<file path="src/rtl/bwr_pkg.sv">
// Shared constants and types for the blend weight renormalizer.
`default_nettype none

package bwr_pkg;

   localparam int NUM_CH  = 8;
   localparam int CH_BITS = 3;

   typedef logic [CH_BITS-1:0] ch_idx_type;

endpackage

`default_nettype wire

</file>
<file path="src/rtl/bwr_div_step.sv">
// One restoring division stage: one quotient bit for each of the eight lanes.
`default_nettype none

module bwr_div_step import bwr_pkg::*; #(
   parameter int WEIGHT_BITS = 16
) (
   input  wire logic                                         clock,
   input  wire logic                                         reset,
   input  wire logic                                         in_valid,
   output logic                                              in_ready,
   input  wire logic [WEIGHT_BITS-1:0]                       in_nv,
   input  wire ch_idx_type                                   in_tgt,
   input  wire logic [WEIGHT_BITS+2:0]                       in_div,
   input  wire logic [NUM_CH-1:0][2*WEIGHT_BITS+2:0]         in_acc,
   output logic                                              out_valid,
   input  wire logic                                         out_ready,
   output logic [WEIGHT_BITS-1:0]                            out_nv,
   output ch_idx_type                                        out_tgt,
   output logic [WEIGHT_BITS+2:0]                            out_div,
   output logic [NUM_CH-1:0][2*WEIGHT_BITS+2:0]              out_acc
);

   localparam int SUM_BITS = WEIGHT_BITS + 3;
   localparam int ACC_BITS = SUM_BITS + WEIGHT_BITS;

   logic                                 valid_ff;
   logic [WEIGHT_BITS-1:0]               nv_ff;
   ch_idx_type                           tgt_ff;
   logic [SUM_BITS-1:0]                  div_ff;
   logic [NUM_CH-1:0][ACC_BITS-1:0]      acc_ff, acc_in;

   assign in_ready = !valid_ff || out_ready;

   // The accumulator holds the partial remainder above the dividend bits not
   // yet consumed; quotient bits shift in at the bottom.
   always_comb begin
      logic [SUM_BITS:0] top;
      logic [SUM_BITS:0] diff;
      logic              ge;
      for (int i = 0; i < NUM_CH; i++) begin
         top  = in_acc[i][ACC_BITS-1:WEIGHT_BITS-1];
         diff = top - {1'b0, in_div};
         ge   = (top >= {1'b0, in_div});
         acc_in[i] = {(ge ? diff[SUM_BITS-1:0] : top[SUM_BITS-1:0]),
                      in_acc[i][WEIGHT_BITS-2:0], ge};
      end
   end

   always_ff @(posedge clock) begin
      if (reset) begin
         valid_ff <= 1'b0;
      end else if (in_ready) begin
         valid_ff <= in_valid;
      end
      if (in_ready && in_valid) begin
         nv_ff  <= in_nv;
         tgt_ff <= in_tgt;
         div_ff <= in_div;
         acc_ff <= acc_in;
      end
   end

   assign out_valid = valid_ff;
   assign out_nv    = nv_ff;
   assign out_tgt   = tgt_ff;
   assign out_div   = div_ff;
   assign out_acc   = acc_ff;

endmodule

`default_nettype wire

</file>
<file path="config.mk">
export PLATFORM = sky130hd
export DESIGN_NAME = bwr_div_step
export DESIGN_NICKNAME = d
export VERILOG_FILES = /design/src/rtl/bwr_pkg.sv /design/src/rtl/bwr_div_step.sv
export SDC_FILE = /design/constraint.sdc
export NUM_CORES = 1
export LEC_CHECK = 0
export BUFFER_PORTS_ARGS = -buffer_cell sky130_fd_sc_hd__buf_2
export CAP_MARGIN = 25
export CORE_AREA = 3 3 251 253
export DETAILED_ROUTE_END_ITERATION = 6
export DIE_AREA = 0 0 254 256
export SYNTH_ARGS = -nofsm -noshare
export SYNTH_HDL_FRONTEND = slang
export SYNTH_SLANG_ARGS = --single-unit
</file>
<file path="constraint.sdc">
create_clock -name clock -period 11.5 [get_ports clock]
set_input_delay 1.15 -clock clock [delete_from_list [all_inputs] [get_ports clock]]
set_output_delay 1.15 -clock clock [all_outputs]
set_load 0.005 [all_outputs]
</file>
==> flow_metrics.env, run 1 <==
export IMPL_synth_seq_cells=319
export IMPL_layout_commonest_cell="buf_2"
export IMPL_synth_avg_cell_area_um2=11.3
export IMPL_rows=91
export IMPL_cts_num_sinks=319
export IMPL_wl_met2_mm=37.7
export IMPL_switching_power_w=0.00107
export IMPL_r2r_slack_ns=8.27
export IMPL_fin_nets=2835
export IMPL_vdd_drop_max_uv=104
export IMPL_cp_end_kind="flop"
export IMPL_synth_nets=2176
export IMPL_synth_seq_area_share_pct=50.0
export IMPL_wire_per_inst_um=23.8
export IMPL_gr_total_overflow=0
export IMPL_core_area_um2=61300
export IMPL_maxCapViolations=0
export IMPL_min_to="out_valid$_SDFFE_PP0N_"
export IMPL_rr_worst_depth=4
export IMPL_dr_total_vias=16500
export IMPL_yosys_warnings=0
export IMPL_intPower_w=0.00257
export IMPL_switching_share_pct=29.4
export IMPL_num_io_pins=642
export IMPL_ant_nets=0
export IMPL_postLayoutCoreUtil_pct=40.3
export IMPL_maxSlewHeadroom_pct=29.2
export IMPL_synth_top_area_cell="edfxtp_1"
export IMPL_grt_max_degree=81
export IMPL_wl_met1_mm=28.2
export IMPL_required_ns=11.81
export IMPL_period_needed_ns=4.32
export IMPL_combPwrFrac_pct=24.3
export IMPL_track_usage_pct=22.3
export IMPL_post_cts_setup_buffers=0
export IMPL_cts_buffer_depth=3
export IMPL_synth_edf_count=318
export IMPL_r2r_end="out_acc[12]$_DFFE_PP_"
export IMPL_layout_drive_gt1_share_pct=33.9
export IMPL_fmax_ghz=0.231
export IMPL_synth_cell_area_um2=19100
export IMPL_hold_buffers=0
export IMPL_leakage_nw=10.6
export IMPL_die_area_um2=65000
export IMPL_power_w=0.00364
export IMPL_place_gp_congestion=0.893
export IMPL_root_buffer="clkbuf_16"
export IMPL_clock_latency_ns=0.56
export IMPL_cts_tree="done"
export IMPL_vias_per_cell=5.19
export IMPL_synth_area_leaders="edfxtp_1, ha_1, a21oi_1, mux2_2, xnor2_1"
export IMPL_seqPwrFrac_pct=40.2
export IMPL_status="completed"
export IMPL_synthCells=1694
export IMPL_fp_dieH_um=256
export IMPL_final_cell_mix="buf_2, edfxtp_1, ha_1"
export IMPL_place_area_um2=23300
export IMPL_synth_top_area_share_pct=49.9
export IMPL_cp_max_fo=13
export IMPL_fin_area_um2=24700
export IMPL_htree_levels=2
export IMPL_synth_top_flop_cell="edfxtp_1"
export IMPL_initial_core_util_pct=31.3
export IMPL_async_flop_share_pct=0
export IMPL_wl_met3_mm=6.38
export IMPL_portBuffers=641
export IMPL_reg2reg_from="out_valid$_SDFFE_PP0N_"
export IMPL_finalSetupTns_ns=0
export IMPL_routed_top_layer="met5"
export IMPL_pwr_share_clk_pct=35.4
export IMPL_drt_pass1_iterations=5
export IMPL_dieWidth_um=254
export IMPL_grt_pass1_vias=16300
export IMPL_dr_first_iter_drc_count=1221
export IMPL_setup_viol=0
export IMPL_slew_violations=0
export IMPL_area_growth_pct=28.8
export IMPL_start_kind="input port"
export IMPL_dp_hpwl_mm=59.4
export IMPL_drt_drc_violations_left=0
export IMPL_cts_buffers=41
export IMPL_hold_depth=2
export IMPL_min_from="out_valid$_SDFFE_PP0N_"
export IMPL_rsz0062_at_grt="no"
export IMPL_period_share_pct=37.6
export IMPL_cp_arrival_ns=4.63
export IMPL_worstHoldPathType="flop to flop"
export IMPL_fin_worst_skew_ns=0.0159
export IMPL_grt_first_pass_wirelength_mm=107
export IMPL_power_density_nw_per_um2=148
export IMPL_grt_antenna_before_repair=18
export IMPL_cts_resized=0
export IMPL_tightest_slew_ns=1.04
export IMPL_routed_wl_mm=75.9
export IMPL_synth_distinct_cells=76
export IMPL_clk_transition_reported_paths_ns=0.06
export IMPL_path_class="input port to flop"
export IMPL_hold_viol_final=0
==> sequential cells by signal, indices dropped and copies added (netlist names) <==
register,flops
out_div,19
out_valid,1
out_acc,280
out_nv,16
out_tgt,3
==> cells by family (layout without fill, tap and decap cells) <==
| family | count (synthesis) | after routing | share of synthesized area [%] |
|---|---|---|---|
| and+or+nand+nor | 419 | 419 | 10.7 |
| buffers and inverters | 113 | 802 | 2.32 |
| other | 0 | 10 | 0 |
| DFF | 319 | 319 | 50.0 |
| xor gates and xnor gates | 110 | 110 | 5.03 |
| adders and majority gates | 160 | 160 | 10.8 |
| muxes | 80 | 80 | 4.71 |
| AOI/OAI and AO/OA | 493 | 493 | 16.5 |
==> stage by stage <==
stage	hold slack [ns]	setup slack, ns	std cells
2_1_floorplan	0.522	2.25	1694
3_3_place_gp	0.513	6.51	3098
3_5_place_dp	0.519	6.60	3099
4_1_cts	0.528	7.22	3172
5_1_grt	0.578	7.00	3175
6_report	0.525	7.18	3183
==> worst max-delay path by stage <==
| stage | startpoint | endpoint | slack, ns | cells after the start |
|---|---|---|---|---|
| CTS | in_div[1] | out_acc[173]$_DFFE_PP_ | 7.22 | 10 |
| global placement | in_div[11] | out_acc[95]$_DFFE_PP_ | 6.51 | 10 |
| finish | in_div[2] | out_acc[242]$_DFFE_PP_ | 7.18 | 11 |
| detailed placement | in_div[1] | out_acc[173]$_DFFE_PP_ | 6.60 | 10 |
| global route | in_div[11] | out_acc[196]$_DFFE_PP_ | 7.00 | 10 |
| floorplan | out_ready | out_acc[0]$_DFFE_PP_ | 2.25 | 2 |
==> Yosys cell counts, drive strengths merged, types with 4 or more instances <==
cell and number:
nor2b 26, nand2b 23, o31a 5, xnor2 73
a31oi 24, a21boi 9, o21a 30, nand4 20
or3 9, nand2 130, ha 152, or2 10
o41ai 6, and2 14, a21oi 145, mux2 65
o21bai 13, mux2i 15, xor2 37, o31ai 18
nand3 31, o21ai 119, edfxtp 318, nor4 7
a31o 10, a21o 44, a211o 9, a211oi 10
clkbuf 24, a41oi 5, nor3 30, inv 77
nor2 91, o211ai 13, buf 12, nor3b 4
and3 15, fa 8
==> power by group through the flow <==
stage / Clock, W / Sequential (W) / Combinational, W
after floorplan: 0 / 0.00151 / 0.000509
after global placement: 0 / 0.00149 / 0.000874
after detailed placement: 0 / 0.00149 / 0.000884
after CTS: 0.00133 / 0.00147 / 0.000889
after global routing: 0.00137 / 0.00147 / 0.000973
final: 0.00129 / 0.00146 / 0.000886
==> routing by layer <==
layer / up-vias / global-route usage, %
met5: - / 0
met4: 16 / 9.81
met3: 138 / 5.62
met2: 668 / 39.3
met1: 7917 / 25.4
li1: 7787 / -
==> cell type report <==
type | count | area, um2
Fill cell | 6037 | 36600
Sequential cell | 319 | 9570
Multi-Input combinational cell | 1262 | 9150
Timing Repair Buffer | 652 | 3310
Clock buffer | 52 | 1090
Tap cell | 790 | 988
Inverter | 77 | 289
Clock inverter | 21 | 240
Antenna cell | 10 | 25.0
==> critical path: stages <==
cell and delay, ns:
buf_2 0.11, inv_1 0.57, ha_1 0.41, nor2b_1 0.18
o31ai_1 0.33, a31oi_1 0.17, nor3_1 0.30, o21ai_0 0.18
a41oi_2 0.54, buf_4 0.32, mux2_2 0.36
No activity file was read; power rests on OpenSTA's default activity.
==> run 2: changes to the inputs <==
ABC_AREA = 1   (was not set)
CORE_AREA = not set   (was 3 3 251 253)
CORE_ASPECT_RATIO = 0.7   (was not set)
CORE_MARGIN = 3   (was not set)
CORE_UTILIZATION = 40   (was not set)
DIE_AREA = not set   (was 0 0 254 256)
PLACE_DENSITY = 0.67   (was not set)
clock period = 3.9 ns   (was 11.5 ns; I/O delays follow)
==> run 2 against run 1 <==
Hold slack worse by 0.50 ns. Global-route usage is 4.8 points higher. Clock skew is 0.0070 ns higher. Via count is 22% higher. Setup slack worse by 6.2 ns. Area after synthesis is 11% higher. Core utilization is 12 points higher. Count of clock-buffer cells in the layout is 7 lower. Flip-flop and latch count stayed put. Routed wire length is 4.2% higher. Sequential share of layout area is 3.0 points lower. Synthesized cell count is 55% higher.
==> flow_metrics.env, run 2 <==
export IMPL_cts_num_sinks=319
export IMPL_fp_dieH_um=198
export IMPL_place_inst=3940
export IMPL_leakage_nw=13.6
export IMPL_worstHoldPathType="input port to flop"
export IMPL_switching_share_pct=31.6
export IMPL_cts_buffers=36
export IMPL_fmax_ghz=0.340
export IMPL_fin_nets=3830
export IMPL_power_w=0.0104
export IMPL_core_area_um2=51500
export IMPL_initial_core_util_pct=41.1
export IMPL_drt_pass1_iterations=5
export IMPL_power_density_nw_per_um2=389
export IMPL_rsz0062_at_grt="no"
export IMPL_synth_distinct_cells=33
export IMPL_fin_area_um2=26700
export IMPL_synth_top_area_share_pct=45.1
export IMPL_place_area_um2=25100
export IMPL_portBuffers=641
export IMPL_yosys_top_cells_count="nand2_1, inv_1, edfxtp_1"
export IMPL_wire_per_inst_um=19.5
export IMPL_dr_first_iter_drc_count=1993
export IMPL_cp_arrival_ns=3.25
export IMPL_rr_worst_depth=2
export IMPL_cp_max_fo=23
export IMPL_synth_top_flop_cell="edfxtp_1"
export IMPL_grt_antenna_before_repair=17
export IMPL_root_buffer="clkbuf_16"
export IMPL_dpl_worst_slack_ns=0.731
export IMPL_slew_violations=0
export IMPL_setup_viol=0
export IMPL_num_io_pins=642
export IMPL_final_cell_mix="nand2_1, buf_2, inv_1"
export IMPL_cts_tree="done"
export IMPL_synth_seq_area_share_pct=45.2
export IMPL_switching_power_w=0.00329
export IMPL_yosysMostFrequentCell="nand2_1"
export IMPL_cts_resized=0
export IMPL_pwr_share_clk_pct=32.4
export IMPL_dieWidth_um=281
export IMPL_fin_ws_ns=0.961
export IMPL_fillers=5054
export IMPL_cts_buffer_depth=3
export IMPL_synth_cell_area_um2=21200
export IMPL_maxCapViolations=0
export IMPL_place_gp_congestion=0.940
export IMPL_required_ns=4.21
export IMPL_intPower_w=0.00712
export IMPL_hold_viol_final=0
export IMPL_synth_nets=3110
export IMPL_status="completed"
export IMPL_synth_area_leaders="edfxtp_1, nand2_1, ha_1, inv_1, nand3_1"
export IMPL_grt_max_degree=160
export IMPL_period_share_pct=75.4
export IMPL_synth_edf_count=318
export IMPL_path_class="input port to flop"
export IMPL_dp_hpwl_mm=63.0
export IMPL_rows=69
export IMPL_die_area_um2=55700
export IMPL_layout_commonest_cell="nand2_1"
export IMPL_hold_depth=1
export IMPL_htree_levels=2
export IMPL_synth_top_area_cell="edfxtp_1"
export IMPL_ant_nets=0
export IMPL_multi_input_area_um2=10000
export IMPL_combPwrFrac_pct=26.2
export IMPL_dr_total_vias=20100
export IMPL_synth_seq_cells=319
export IMPL_gr_total_overflow=0
export IMPL_clock_latency_ns=0.55
export IMPL_grt_first_pass_wirelength_mm=113
export IMPL_area_growth_pct=26.4
export IMPL_finalSetupTns_ns=0
export IMPL_async_flop_share_pct=0
export IMPL_routed_wl_mm=79.1
export IMPL_vdd_drop_max_uv=291
export IMPL_regArea_um2=9570
export IMPL_start_kind="input port"
export IMPL_instances_no_fill=4054
export IMPL_vias_per_cell=4.96
export IMPL_grt_pass1_vias=18100
export IMPL_maxSlewHeadroom_pct=34.0
export IMPL_layout_drive_gt1_share_pct=23.2
export IMPL_synth_avg_cell_area_um2=8.05
export IMPL_seqPwrFrac_pct=41.3
export IMPL_largest_reg_flops=280
export IMPL_period_needed_ns=2.94
export IMPL_yosys_warnings=0
export IMPL_cp_end_kind="flop"
export IMPL_clk_transition_reported_paths_ns=0.06
export IMPL_track_usage_pct=27.1
export IMPL_drt_drc_violations_left=0
export IMPL_tightest_slew_ns=0.991
export IMPL_fin_worst_skew_ns=0.0230
export IMPL_synthCells=2628
run 2: metrics by stage:
| step | utilization (%) | hold WS, ns |
|---|---|---|
| 5_1_grt | 51.9 | 0.00150 |
| 4_1_cts | 51.8 | 0.0000895 |
| 3_3_place_gp | 48.8 | 0.495 |
| 3_5_place_dp | 48.8 | 0.515 |
| 2_1_floorplan | - | 0.452 |
| 6_report | 51.9 | 0.0268 |
run 2: what timing repair did:
item | 4_1_cts | 5_1_grt
hold buffers | 44 | 0
hold endpoints to repair | 44 | 0
setup buffers | 0 | 0
run 2: final timing paths:
check,start,end,slack [ns]
worst max-delay path,in_div[15],out_acc[241]$_DFFE_PP_,0.96
worst min-delay path,in_acc[74],out_acc[75]$_DFFE_PP_,0.03
worst max register to register,out_valid$_SDFFE_PP0N_,out_acc[139]$_DFFE_PP_,1.95
worst min register to register,out_valid$_SDFFE_PP0N_,out_valid$_SDFFE_PP0N_,0.52
run 2: cell families (layout without fill, tap and decap cells):
logic type	Yosys count	after routing	share of synthesized area (%)
DFF	319	319	45.2
xor gates and xnor gates	80	80	3.31
AOI/OAI and AO/OA	157	157	3.90
other	0	8	0
buffers and inverters	370	1114	7.47
and+or+nand+nor	1542	1542	30.3
adders and majority gates	160	160	9.75
run 2: per-layer routing:
layer  up-vias  track usage, %  share of wire [%]
li1       9979               -                  -
met1      9225            40.0                 46
met2       774            40.1                 43
met3       101            6.01                8.5
met4        10            7.21                2.1
met5         -               0              0.077
run 2: layout make-up:
type                            instances  area share [%]
Tap cell                              674            3.15
Inverter                              346            4.93
Multi-Input combinational cell       1939            37.5
Clock buffer                           45            3.65
Sequential cell                       319            35.8
Antenna cell                            8          0.0749
Clock inverter                         17           0.594
Timing Repair Buffer                  706            14.3
run 2: critical path, cell delays in order:
cell and delay [ns]:
dlygate4sd3_1 0.56, buf_2 0.13, inv_1 0.37, buf_4 0.29, ha_1 0.34, a21oi_2 0.17
o21ai_0 0.16, and2_1 0.17, nor2_1 0.17, nand2_4 0.21, nand3_1 0.20, nand2_1 0.06
run 2: power groups by stage:
stage | clock network (W) | registers [W] | logic (W)
2_1_floorplan | 0 | 0.00442 | 0.00158
3_3_place_gp | 0 | 0.00437 | 0.00265
3_5_place_dp | 0 | 0.00437 | 0.00266
4_1_cts | 0.00346 | 0.00430 | 0.00271
5_1_grt | 0.00360 | 0.00433 | 0.00304
6_report | 0.00338 | 0.00431 | 0.00273
==> run 3: changes to the inputs <==
ABC_AREA = 0   (was 1)
CORE_AREA = 3 3 251 253   (was not set)
CORE_ASPECT_RATIO = not set   (was 0.7)
CORE_MARGIN = not set   (was 3)
CORE_UTILIZATION = not set   (was 40)
DIE_AREA = 0 0 254 256   (was not set)
PLACE_DENSITY = not set   (was 0.67)
clock period = 2.6 ns   (was 3.9 ns; I/O delays follow)
==> run 3 against run 2 <==
Clock skew decreased by 0.0045 ns. Clock power increased by 61%. Sequential share of layout area decreased by 4.1 points. Setup slack got worse by 0.88 ns. Sequential power increased by 51%. Critical path depth decreased by 2. First-iteration DRC count decreased by 45%. Total power increased by 65%. Critical path type unchanged. Non-clock buffer count increased by 571. Count of clock-buffer cells in the layout increased by 1. Critical endpoint is now out_acc[276]$_DFFE_PP_. Via count decreased by 4.2%.
==> flow_metrics.env, run 3 (synthesis gave the netlist of run 1 again) <==
export IMPL_combPwrFrac_pct=30.3
export IMPL_hold_depth=3
export IMPL_routed_wl_mm=88.9
export IMPL_fin_worst_skew_ns=0.0185
export IMPL_power_density_nw_per_um2=568
export IMPL_place_inst=3552
export IMPL_switching_share_pct=29.8
export IMPL_pwr_share_clk_pct=31.7
export IMPL_largest_reg_flops=280
export IMPL_maxCapViolations=0
export IMPL_gr_total_overflow=0
export IMPL_fmax_ghz=0.397
export IMPL_cts_num_sinks=319
export IMPL_maxSlewHeadroom_pct=64.5
export IMPL_dr_total_vias=19200
export IMPL_htree_levels=2
export IMPL_instances_no_fill=3810
export IMPL_hold_ws_ns=0.0330
export IMPL_rsz0062_at_grt="yes"
export IMPL_cts_tree="done"
export IMPL_cpPeakStageDelay_ns=0.53
export IMPL_cp_arrival_ns=2.82
export IMPL_core_area_um2=61300
export IMPL_finalSetupTns_ns=0
export IMPL_track_usage_pct=26.5
export IMPL_place_gp_congestion=0.945
export IMPL_path_class="input port to flop"
export IMPL_seqPwrFrac_pct=38.0
export IMPL_dr_first_iter_drc_count=1092
export IMPL_cp_common_cell="buf_12"
export IMPL_rows=91
export IMPL_start_kind="input port"
export IMPL_grt_max_degree=66
export IMPL_hold_viol_final=0
export IMPL_ant_nets=0
export IMPL_leakage_nw=13.6
export IMPL_final_cell_mix="buf_2, buf_4, edfxtp_1"
export IMPL_vdd_drop_max_uv=489
export IMPL_rr_worst_depth=4
export IMPL_layout_commonest_cell="buf_2"
export IMPL_initial_core_util_pct=31.3
export IMPL_switching_power_w=0.00511
export IMPL_period_needed_ns=2.52
export IMPL_dp_hpwl_mm=70.2
export IMPL_dieWidth_um=254
export IMPL_status="completed"
export IMPL_drt_drc_violations_left=0
export IMPL_die_area_um2=65000
export IMPL_crit_path_top_delay_cell="dlygate4sd3_1"
export IMPL_grt_first_pass_wirelength_mm=127
export IMPL_area_growth_pct=57.9
export IMPL_crit_chain="dlygate4sd3_1 > buf_2 > inv_1 > buf_12 > buf_12 > ha_1 > or2_2 > o31ai_4 > nor2_4 > mux2_4"
export IMPL_root_buffer="clkbuf_16"
export IMPL_min_from="in_acc[50]"
export IMPL_min_to="out_acc[51]$_DFFE_PP_"
export IMPL_worstHoldPathType="input port to flop"
export IMPL_fp_dieH_um=256
export IMPL_reg2reg_from="out_valid$_SDFFE_PP0N_"
export IMPL_r2r_slack_ns=0.92
export IMPL_setup_viol=0
export IMPL_intPower_w=0.0121
export IMPL_required_ns=2.90
export IMPL_grt_antenna_before_repair=21
export IMPL_wire_per_inst_um=23.3
export IMPL_vias_per_cell=5.05
export IMPL_grt_pass1_vias=19700
export IMPL_cts_buffers=39
export IMPL_r2r_end="out_acc[19]$_DFFE_PP_"
export IMPL_cp_max_fo=9
export IMPL_layout_drive_gt1_share_pct=42.6
export IMPL_tightest_slew_ns=0.528
export IMPL_num_io_pins=642
export IMPL_drt_pass1_iterations=5
export IMPL_clock_latency_ns=0.56
export IMPL_period_share_pct=96.9
export IMPL_cts_buffer_depth=3
export IMPL_clk_transition_reported_paths_ns=0.06
export IMPL_slew_violations=0
export IMPL_cp_end_kind="flop"
export IMPL_fin_nets=3459
export IMPL_portBuffers=641
==> run 3: cell types whose count changed in the layout (fill, tap and decap cells not counted), moves of 27 or more <==
cell / previous run / this run
buf_12: 2 / 29
xnor2_1: 24 / 73
a21oi_1: 89 / 142
nor2_1: 191 / 89
a21o_1: 0 / 44
nand2_1: 1042 / 130
buf_4: 19 / 432
nand3b_1: 40 / 2
mux2_2: 0 / 60
dlygate4sd3_1: 44 / 172
nand3_1: 158 / 31
o21ai_0: 44 / 115
inv_1: 334 / 74
o21a_1: 3 / 30
==> run 3: cell type report <==
type	instances	area (um2)
diodes	14	35.0
clock buffers	46	1020
clock inverters	24	221
fillers	5496	31000
inverters	77	300
multi-input cells	1263	9290
flip-flops and latches	319	9570
well taps	790	988
repair buffers	1277	8790
==> run 3: per-stage QoR <==
| step | utilization [%] | area, um2 | power (W) | setup slack, ns |
|---|---|---|---|---|
| 3_3_place_gp | 44.3 | 27200 | 0.0115 | -0.558 |
| 3_5_place_dp | 44.3 | 27200 | 0.0115 | -0.573 |
| 2_1_floorplan | - | 19300 | 0.00891 | -0.511 |
| 6_report | 49.3 | 30200 | 0.0172 | 0.0809 |
| 5_1_grt | 49.3 | 30200 | 0.0180 | -0.0275 |
| 4_1_cts | 49.2 | 30100 | 0.0172 | 0.0109 |
==> run 3: layer usage <==
metal / up-vias / share of wire (%) / track usage, %
met3: 199 / 6.6 / 6.64
met1: 9252 / 39 / 30.5
met2: 732 / 47 / 44.1
li1: 9037 / - / -
met5: - / 0.14 / 0
met4: 18 / 7.1 / 16.6
==> run 3: worst max path at each step <==
stage / from / end / slack (ns) / cells after the start
after floorplan: out_valid$_SDFFE_PP0N_ / out_acc[0]$_DFFE_PP_ / -0.51 / 2
after global placement: in_div[0] / out_acc[139]$_DFFE_PP_ / -0.56 / 12
after detailed placement: in_div[0] / out_acc[266]$_DFFE_PP_ / -0.57 / 10
after CTS: in_div[0] / out_acc[139]$_DFFE_PP_ / 0.01 / 12
after global routing: in_div[11] / out_acc[104]$_DFFE_PP_ / -0.03 / 11
final: in_div[18] / out_acc[276]$_DFFE_PP_ / 0.08 / 10
==> run 3: what timing repair did <==
action	in CTS	in global routing
endpoints found under the setup margin	0	86
hold buffers	172	0
setup buffers	0	1
gates resized for setup	0	13
hold endpoints to repair	171	0
==> run 3: power groups by stage <==
| stage | Sequential, W | Clock, W | Combinational (W) |
|---|---|---|---|
| 5_1_grt | 0.00655 | 0.00579 | 0.00563 |
| 4_1_cts | 0.00651 | 0.00557 | 0.00517 |
| 3_5_place_dp | 0.00660 | 0 | 0.00493 |
| 3_3_place_gp | 0.00661 | 0 | 0.00485 |
| 2_1_floorplan | 0.00663 | 0 | 0.00229 |
| 6_report | 0.00652 | 0.00545 | 0.00520 |
==> run 3: worst max-delay path, delay by kind of cell <==
kind                     cells  cell delay [ns]
AO/OA/AOI/OAI                1             0.42
adder cells (fa/ha/maj)      1             0.21
buffers and inverters        5             1.04
multiplexers                 1             0.33
AND/OR/NAND/NOR              2             0.53
